## src/sv/qste_pkg.sv

```systemverilog
// Shared types, constants and helpers for the quad step threshold estimator.
`timescale 1ns / 1ps

package qste_pkg;

  localparam int unsigned SampleW = 12;
  localparam int unsigned FoldW   = 10;
  localparam int unsigned NumSamp = 4;

  localparam logic [FoldW-1:0] FoldMax     = 10'd1023;
  localparam logic [FoldW-1:0] MinStep     = 10'd128;
  localparam logic [FoldW-1:0] Margin      = 10'd32;
  localparam logic [FoldW-1:0] FixedThresh = 10'd512;
  localparam logic [FoldW-1:0] MinReset    = 10'd1023;

  typedef logic [SampleW-1:0] sample_t;
  typedef logic [FoldW-1:0]   fold_t;

  // quad order: top-left, top-right, bottom-left, bottom-right
  typedef sample_t [NumSamp-1:0] quad_t;

  typedef struct packed {
    fold_t measure;    // largest pairwise difference of folded samples
    logic  high_step;  // bits 11:10 not equal across the quad
  } step_t;

  function automatic fold_t fold10(input sample_t s);
    fold_t low;
    low = s[FoldW-1:0];
    if (s[FoldW]) begin
      low = FoldMax - low;
    end
    return low;
  endfunction

  function automatic fold_t absdiff(input fold_t a, input fold_t b);
    return (a > b) ? (a - b) : (b - a);
  endfunction

  function automatic fold_t umax(input fold_t a, input fold_t b);
    return (a > b) ? a : b;
  endfunction

endpackage

```

## src/sv/qste_step.sv

```systemverilog
// Per-quad step measure: fold, six pairwise differences, max tree, high-bit check.
`timescale 1ns / 1ps

module qste_step (
  input  qste_pkg::quad_t quad_i,
  output qste_pkg::step_t step_o
);

  qste_pkg::fold_t f0, f1, f2, f3;
  qste_pkg::fold_t d01, d02, d03, d12, d13, d23;
  qste_pkg::fold_t m_a, m_b, m_c;
  qste_pkg::fold_t measure;
  logic            high_step;

  assign f0 = qste_pkg::fold10(quad_i[0]);
  assign f1 = qste_pkg::fold10(quad_i[1]);
  assign f2 = qste_pkg::fold10(quad_i[2]);
  assign f3 = qste_pkg::fold10(quad_i[3]);

  assign d01 = qste_pkg::absdiff(f0, f1);
  assign d02 = qste_pkg::absdiff(f0, f2);
  assign d03 = qste_pkg::absdiff(f0, f3);
  assign d12 = qste_pkg::absdiff(f1, f2);
  assign d13 = qste_pkg::absdiff(f1, f3);
  assign d23 = qste_pkg::absdiff(f2, f3);

  // three-level max tree
  assign m_a = qste_pkg::umax(d01, d02);
  assign m_b = qste_pkg::umax(d03, d12);
  assign m_c = qste_pkg::umax(d13, d23);

  assign measure = qste_pkg::umax(qste_pkg::umax(m_a, m_b), m_c);

  assign high_step =
      !((quad_i[0][11:10] == quad_i[1][11:10]) &&
        (quad_i[1][11:10] == quad_i[2][11:10]) &&
        (quad_i[2][11:10] == quad_i[3][11:10]));

  assign step_o = '{measure: measure, high_step: high_step};

endmodule

```

## src/sv/quad_step_threshold_estimator.sv

```systemverilog
// Top level of the quad step threshold estimator: input register, step logic, result register.
`timescale 1ns / 1ps

// Takes one 2x2 quad of 12-bit depth samples per word on the slave stream,
// tlast marking the last quad of a threshold block, and emits one 10-bit
// threshold word per block on the master stream. Throughput is one quad per
// clock unless a block-last quad is held back; a quad goes through the input
// register, then the fold / difference / max / running-minimum logic
// feeding the result register. The input register keeps taking quads while
// a threshold waits to be read; only a block-last quad has to wait for the
// result register to free up. adapt_enable (cfg_wdata_i, reset 1) selects
// data-driven thresholds (running minimum of qualifying steps above 128,
// minus 32, clamped at 0) or a fixed 512; write it only while idle.
module quad_step_threshold_estimator (
  input  logic        clk_i,
  input  logic        rst_ni,

  input  logic        cfg_we_i,
  input  logic        cfg_wdata_i,    // adapt_enable

  input  logic        s_axis_tvalid,
  output logic        s_axis_tready,
  // [11:0] sample_top_left, [23:12] sample_top_right,
  // [35:24] sample_bottom_left, [47:36] sample_bottom_right
  input  logic [47:0] s_axis_tdata,
  input  logic        s_axis_tlast,   // block_last

  output logic        m_axis_tvalid,
  input  logic        m_axis_tready,
  // [9:0] threshold, [15:10] zero
  output logic [15:0] m_axis_tdata
);

  // configuration
  logic adapt_q;

  // input register
  logic            in_vld_q, in_vld_d;
  qste_pkg::quad_t quad_q;
  logic            last_q;

  // running minimum and result register
  qste_pkg::fold_t min_q, min_d;
  logic            out_vld_q, out_vld_d;
  qste_pkg::fold_t thr_q, thr_d;

  qste_pkg::step_t step;
  qste_pkg::fold_t cand;
  logic            proc;
  logic            s_acc;

  always_ff @(posedge clk_i or negedge rst_ni) begin
    if (!rst_ni) begin
      adapt_q <= 1'b1;
    end else if (cfg_we_i) begin
      adapt_q <= cfg_wdata_i;
    end
  end

  // a quad leaves the input register unless it is block-last and the
  // result register is still occupied
  assign proc          = in_vld_q && (!last_q || !out_vld_q || m_axis_tready);
  assign s_axis_tready = !in_vld_q || proc;
  assign s_acc         = s_axis_tvalid && s_axis_tready;

  always_comb begin
    in_vld_d = in_vld_q;
    if (s_acc) begin
      in_vld_d = 1'b1;
    end else if (proc) begin
      in_vld_d = 1'b0;
    end
  end

  always_ff @(posedge clk_i or negedge rst_ni) begin
    if (!rst_ni) begin
      in_vld_q <= 1'b0;
    end else begin
      in_vld_q <= in_vld_d;
    end
  end

  always_ff @(posedge clk_i) begin
    if (s_acc) begin
      quad_q[0] <= s_axis_tdata[11:0];
      quad_q[1] <= s_axis_tdata[23:12];
      quad_q[2] <= s_axis_tdata[35:24];
      quad_q[3] <= s_axis_tdata[47:36];
      last_q    <= s_axis_tlast;
    end
  end

  qste_step u_step (
    .quad_i (quad_q),
    .step_o (step)
  );

  // minimum after this quad is folded in
  always_comb begin
    cand = min_q;
    if (step.high_step && (step.measure > qste_pkg::MinStep) && (step.measure < min_q)) begin
      cand = step.measure;
    end
  end

  always_comb begin
    min_d     = min_q;
    out_vld_d = out_vld_q;
    thr_d     = thr_q;
    if (m_axis_tready) begin
      out_vld_d = 1'b0;
    end
    if (proc) begin
      if (last_q) begin
        min_d     = qste_pkg::MinReset;
        out_vld_d = 1'b1;
        if (adapt_q) begin
          thr_d = (cand > qste_pkg::Margin) ? (cand - qste_pkg::Margin) : '0;
        end else begin
          thr_d = qste_pkg::FixedThresh;
        end
      end else begin
        min_d = cand;
      end
    end
  end

  always_ff @(posedge clk_i or negedge rst_ni) begin
    if (!rst_ni) begin
      min_q     <= qste_pkg::MinReset;
      out_vld_q <= 1'b0;
    end else begin
      min_q     <= min_d;
      out_vld_q <= out_vld_d;
    end
  end

  always_ff @(posedge clk_i) begin
    thr_q <= thr_d;
  end

  assign m_axis_tvalid = out_vld_q;
  assign m_axis_tdata  = {6'd0, thr_q};

`ifndef SYNTHESIS
  // minimum only ever takes steps above 128 or the reset value
  assert property (@(posedge clk_i) disable iff (!rst_ni)
    min_q > qste_pkg::MinStep)
    else $error("running minimum at or below step floor");

  // block end returns the minimum to its reset value
  assert property (@(posedge clk_i) disable iff (!rst_ni)
    (proc && last_q) |=> (min_q == qste_pkg::MinReset))
    else $error("running minimum not reset at block end");

  // a waiting threshold is never overwritten
  assert property (@(posedge clk_i) disable iff (!rst_ni)
    (out_vld_q && !m_axis_tready) |-> !(proc && last_q))
    else $error("threshold overwritten while stalled");
`endif

endmodule

```

## config.mk

```make
export PLATFORM = sky130hd
export DESIGN_NAME = quad_step_threshold_estimator
export DESIGN_NICKNAME = d
export VERILOG_FILES = /design/src/sv/qste_pkg.sv /design/src/sv/qste_step.sv /design/src/sv/quad_step_threshold_estimator.sv
export SDC_FILE = /design/constraint.sdc
export NUM_CORES = 1
export LEC_CHECK = 0
export ABC_CLOCK_PERIOD_IN_PS = 10600
export BUFFER_PORTS_ARGS = -buffer_cell sky130_fd_sc_hd__buf_4
export CORE_MARGIN = 1.5
export CORE_UTILIZATION = 45
export CTS_CLUSTER_DIAMETER = 30
export CTS_CLUSTER_SIZE = 30
export DETAILED_ROUTE_END_ITERATION = 12
export SLEW_MARGIN = 40
export SYNTH_ARGS = -nofsm -noshare
export SYNTH_HDL_FRONTEND = slang
export SYNTH_HIERARCHICAL = 1
export SYNTH_SLANG_ARGS = --single-unit
```

## constraint.sdc

```tcl
create_clock -name clk_i -period 10.6 [get_ports clk_i]
set_input_delay 1.06 -clock clk_i [delete_from_list [all_inputs] [get_ports clk_i]]
set_output_delay 1.06 -clock clk_i [all_outputs]
set_load 0.005 [all_outputs]
```

* Word level (Yosys, flattened, before mapping)
Index checks and enable logic that the tools add are counted.
** Word-level totals
- Input bits :: 55
- Logic and storage cells :: 84
- Flip-flop bits (word level) :: 72
- Output and inout port bits :: 18
** Cells by class
- Equal/unequal tests :: 3
- $add $sub $neg :: 17
- Reduce and logical (&&, ||, !) cells :: 16
- Multiplexer cells :: 23
- Order comparisons :: 14
** Operator list (count)
- two-way mux 10 bit :: 18
- subtractor 10 bit :: 12
- greater-than comparator 10 bit :: 11
- subtractor 10 bit (first input constant) :: 4
- greater-than comparator 10 x 6 -> 1 bit (second input constant) :: 1
- greater-than comparator 10 x 8 -> 1 bit (second input constant) :: 1
- less-than comparator 10 bit :: 1
- subtractor 10 x 6 -> 10 bit (second input constant) :: 1
- equality test 2 bit :: 3
- logical AND 1 bit :: 6
- two-way mux 1 bit :: 5
- zero test 1 bit :: 4
- AND reduction 2 bit :: 2
- logical OR 1 bit :: 3
- nonzero test 2 bit :: 1

* Longest topological paths before layout
- Word-level depth :: 16
- Depth in mapped cells :: 54
- Depth with buffers taken out :: 47

* By module
Netlist, hierarchy kept.
** Modules (own cells, without submodules)
- qste_step :: area each 7462.2 um^2, cells each 1014, sequential area each 0.0 um^2, instances 1
- quad_step_threshold_estimator :: area each 2920.3 um^2, cells each 186, sequential area each 2110.8 um^2, instances 1

* Least setup slack after synthesis
No wires, ideal clock.
- Path kind :: register to register
- Start point :: register quad_q[10] (netlist name)
- End point :: register thr_q[8] (data pin)
- Period minus slack after synthesis :: 10.559 ns
- Stages on the path, launching flop included :: 48
- Required time :: 10.339 ns
- Path buffers :: 8
- Setup slack :: 0.041 ns
- Setup time :: 0.261 ns
- Arrival :: 10.298 ns
- Path through :: edfxtp_1 -> buf_6 -> buf_6 -> xor2_1 -> inv_1 -> fa_1 -> nor2b_1 -> o21ai_0 -> o21a_1 -> o311a_2 -> nor2_1 -> clkbuf_1 -> mux2i_1 -> a21boi_0 -> xnor2_1 -> inv_1 -> ha_1 -> a21o_1 -> [... 12 more ...] -> nand3_1 -> buf_4 -> mux2i_1 -> ha_1 -> and3_1 -> a221o_1 -> nand2_1 -> a31o_2 -> buf_1 -> nor3_1 -> a211oi_1 -> ha_1 -> a21oi_1 -> o2111ai_1 -> a221o_1 -> buf_6 -> buf_8 -> o311a_1
** RTL lines
- start, declared :: line quad_step_threshold_estimator.sv:39 : qste_pkg::quad_t quad_q;
- end signal, assigned :: line quad_step_threshold_estimator.sv:139 : thr_q <= thr_d;
- end, declared :: line quad_step_threshold_estimator.sv:45 : qste_pkg::fold_t thr_q, thr_d;

==> flow_summary.yaml <==
sta:
  finalCritPeriodShare_pct: 95.8
  max_freq_mhz: 98.4
  setup-violations-final: 0
  finalHoldViolCount: 0
  fin_skew_ps: 13.4
  drv_slew: 0
  worst_slew_pin_slew_ps: 731
  fin_crit_ps: 10160
  slew_headroom_pct: 50.0
  worst_slack_ps: 442
  whs_ps: 526
worst_setup_path:
  cp-start-kind: "register"
  crit_fanout: 10
  critPathArrivalTime_ps: 10440
  cp.required_ps: 10880
  endpoint_kind: "register"
  crit_path_max_incr_delay_ps: 530
  critical_path_class: "register to register"
  cpMaxStageDelayCell: "xor2_1"
  regToRegSetupSlack_ps: 440
  crit_top_cell: "ha_1"
cts:
  clock-sinks: 72
  cts_buffers: 9
  cts.path.max_buffers: 2
  htreeDepth: 3
  clkLatencyLatePin_ps: 360
  cts-root-buf: "clkbuf_16"
  cts_tree: "yes"
  path_clk_slew_ps: 70
  cts_hold_buf: 0
routing:
  drc_errors: 0
  vias_per_cell: 5.84
  ant_nets: 0
  wl_per_cell_um: 20.2
  first_iter_violations: 799
  drt_first_pass_iters: 5
  wl_mm: 33.3
  dr_total_vias: 9643
grt:
  grt-ovfl-total: 0
  grt_pass1_wl_mm: 50.0
  antenna_found_initial: 0
  grt_pass1_vias: 8986
  grt_usage_pct: 27.7
  grt_max_degree: 50
yosys:
  synth-main-ff-cell: "edfxtp_1"
  synth_area_leaders: "edfxtp_1 17%, ha_1 16%, a21oi_1 4.4%"
  avgSynthCellArea_um2: 8.65
  ys_seq_area_share_pct: 20.3
  ys_types: 100
  yosysTopAreaCell: "edfxtp_1"
  synth_seq_cells: 72
  yosys-top-cells-count: "133 x ha_1, 102 x inv_1, 92 x a21oi_1"
  yosys_warnings: 6
  yosysMostFrequentCell: "ha_1"
  netlist_area_um2: 10400
  synth_top_cell_area_share_pct: 17.1
  synth_cells: 1200
  synth_edf_count: 59
  async_flop_share_pct: 18.1
floorplanning:
  ios: 73
  coreArea_um2: 22600
  dieHeight_um: 155
  fp.dieW_um: 155
  num_rows: 55
  die-area_um2: 24000
  start_util_pct: 45.9
placed_design:
  post-dp-hpwl_mm: 27.9
  post-place-ws_ps: -42.3
  gp_congestion: 0.945
  io_buffers: 66
min_path:
  hp-class: "primary input to async pin"
run_status:
  status: "completed"
final_layout:
  fillCellCount: 2069
  n_antenna_cell: 0
  layout-drive-gt1-share_pct: 23.4
  synthToLayoutAreaGrowth_pct: 19.8
  final_util_pct: 54.9
  nets: 1560
flow_run:
  drv_cap: 0
==> cell usage in the layout, fill, tap and decap left out, types with 5 or more instances in the layout <==
cell type,n
a211oi_1,9
a211oi_2,6
a21o_1,40
a21oi_1,90
a21oi_2,5
a31oi_1,9
and2_1,6
and3_1,15
and4_1,7
buf_4,184
clkbuf_16,9
conb_1,6
dfstp_2,11
edfxtp_1,59
fa_1,12
ha_1,130
inv_1,100
maj3_1,11
mux2_2,12
mux2i_1,40
nand2_1,79
nand2b_1,11
nand3_1,27
nand4_1,16
nor2_1,83
nor2_2,5
nor2b_1,14
nor3_1,17
nor4_1,6
o211ai_1,14
o21a_1,16
o21ai_0,55
o22a_1,10
o22ai_1,7
o31ai_1,6
xnor2_1,49
xnor2_2,11
xor2_1,36
xor2_2,11
==> final cells by class <==
cell class	instances	area [um^2]	share of cell area, %
multi-input combinational	984	7850	63.1
sequential	72	2110	17.0
timing repair buffer	189	1450	11.6
inverter	104	390	3.14
tap	285	357	2.87
clock buffer	9	225	1.81
clock inverter	7	60.1	0.483
==> worst paths after layout <==
kind,startpoint,endpoint,cells after the start
worst max-delay path,quad_q[34],min_q[0],45
worst min-delay path,rst_ni,in_vld_q,1
worst max register to register,quad_q[34],min_q[0],45
worst min register to register,min_q[1],min_q[1],1
max in group asynchronous,rst_ni,min_q[8],1
min in group clk_i,min_q[1],min_q[1],1
==> routing by layer <==
metal,GRT usage [%],vias up,share of wire (%)
met5,0,-,0
met4,11.4,0,4.0
met3,3.18,62,5.5
met2,46.1,372,47
met1,36.6,4552,44
li1,-,4657,-
==> state kept, by name (all words and copies together) (netlist names) <==
signal / cells
quad_q: 48
min_q: 10
thr_q: 10
adapt_q: 1
in_vld_q: 1
last_q: 1
m_axis_tvalid: 1
==> timing repair <==
action / CTS / global route
buffers inserted: 0 / 14
hold endpoints to repair: 0 / 0
gates cloned: 0 / 2
pin swaps: 0 / 9
gates resized for setup: 3 / 45
setup endpoints to repair: 13 / 20
==> logic make-up after synthesis <==
| group | after synthesis | share of synthesized area [%] |
|---|---|---|
| adders and majority gates | 156 | 19.4 |
| and+or+nand+nor | 318 | 15.3 |
| xor gates and xnor gates | 110 | 10.4 |
| AOI/OAI and AO/OA | 333 | 21.7 |
| muxes | 60 | 6.16 |
| DFF | 72 | 20.3 |
| other | 1 | 0.0361 |
| buffers and inverters | 150 | 6.66 |
==> through the flow <==
stage                     TNS, ps  cells  instance area [um^2]
final                           0   1650                 12400
after detailed placement     -368   1618                 11800
after CTS                       0   1634                 12100
after floorplan                 0   1205                 10400
after global routing         -913   1650                 12400
after global placement          0   1618                 11800
==> worst max-delay path, delay by kind of cell, from the launching register on <==
kind            cells  cell delay, ps
compound gates     15            3480
mux                 3             890
buf+inv             8            1400
xor+xnor            2             780
simple gates       12            1810
fa+ha+maj           5            1330
flops               1             390
Power is left out: the tool's default activity adds up to more than one toggle a clock period on the data nets, which glitch-free logic cannot reach.
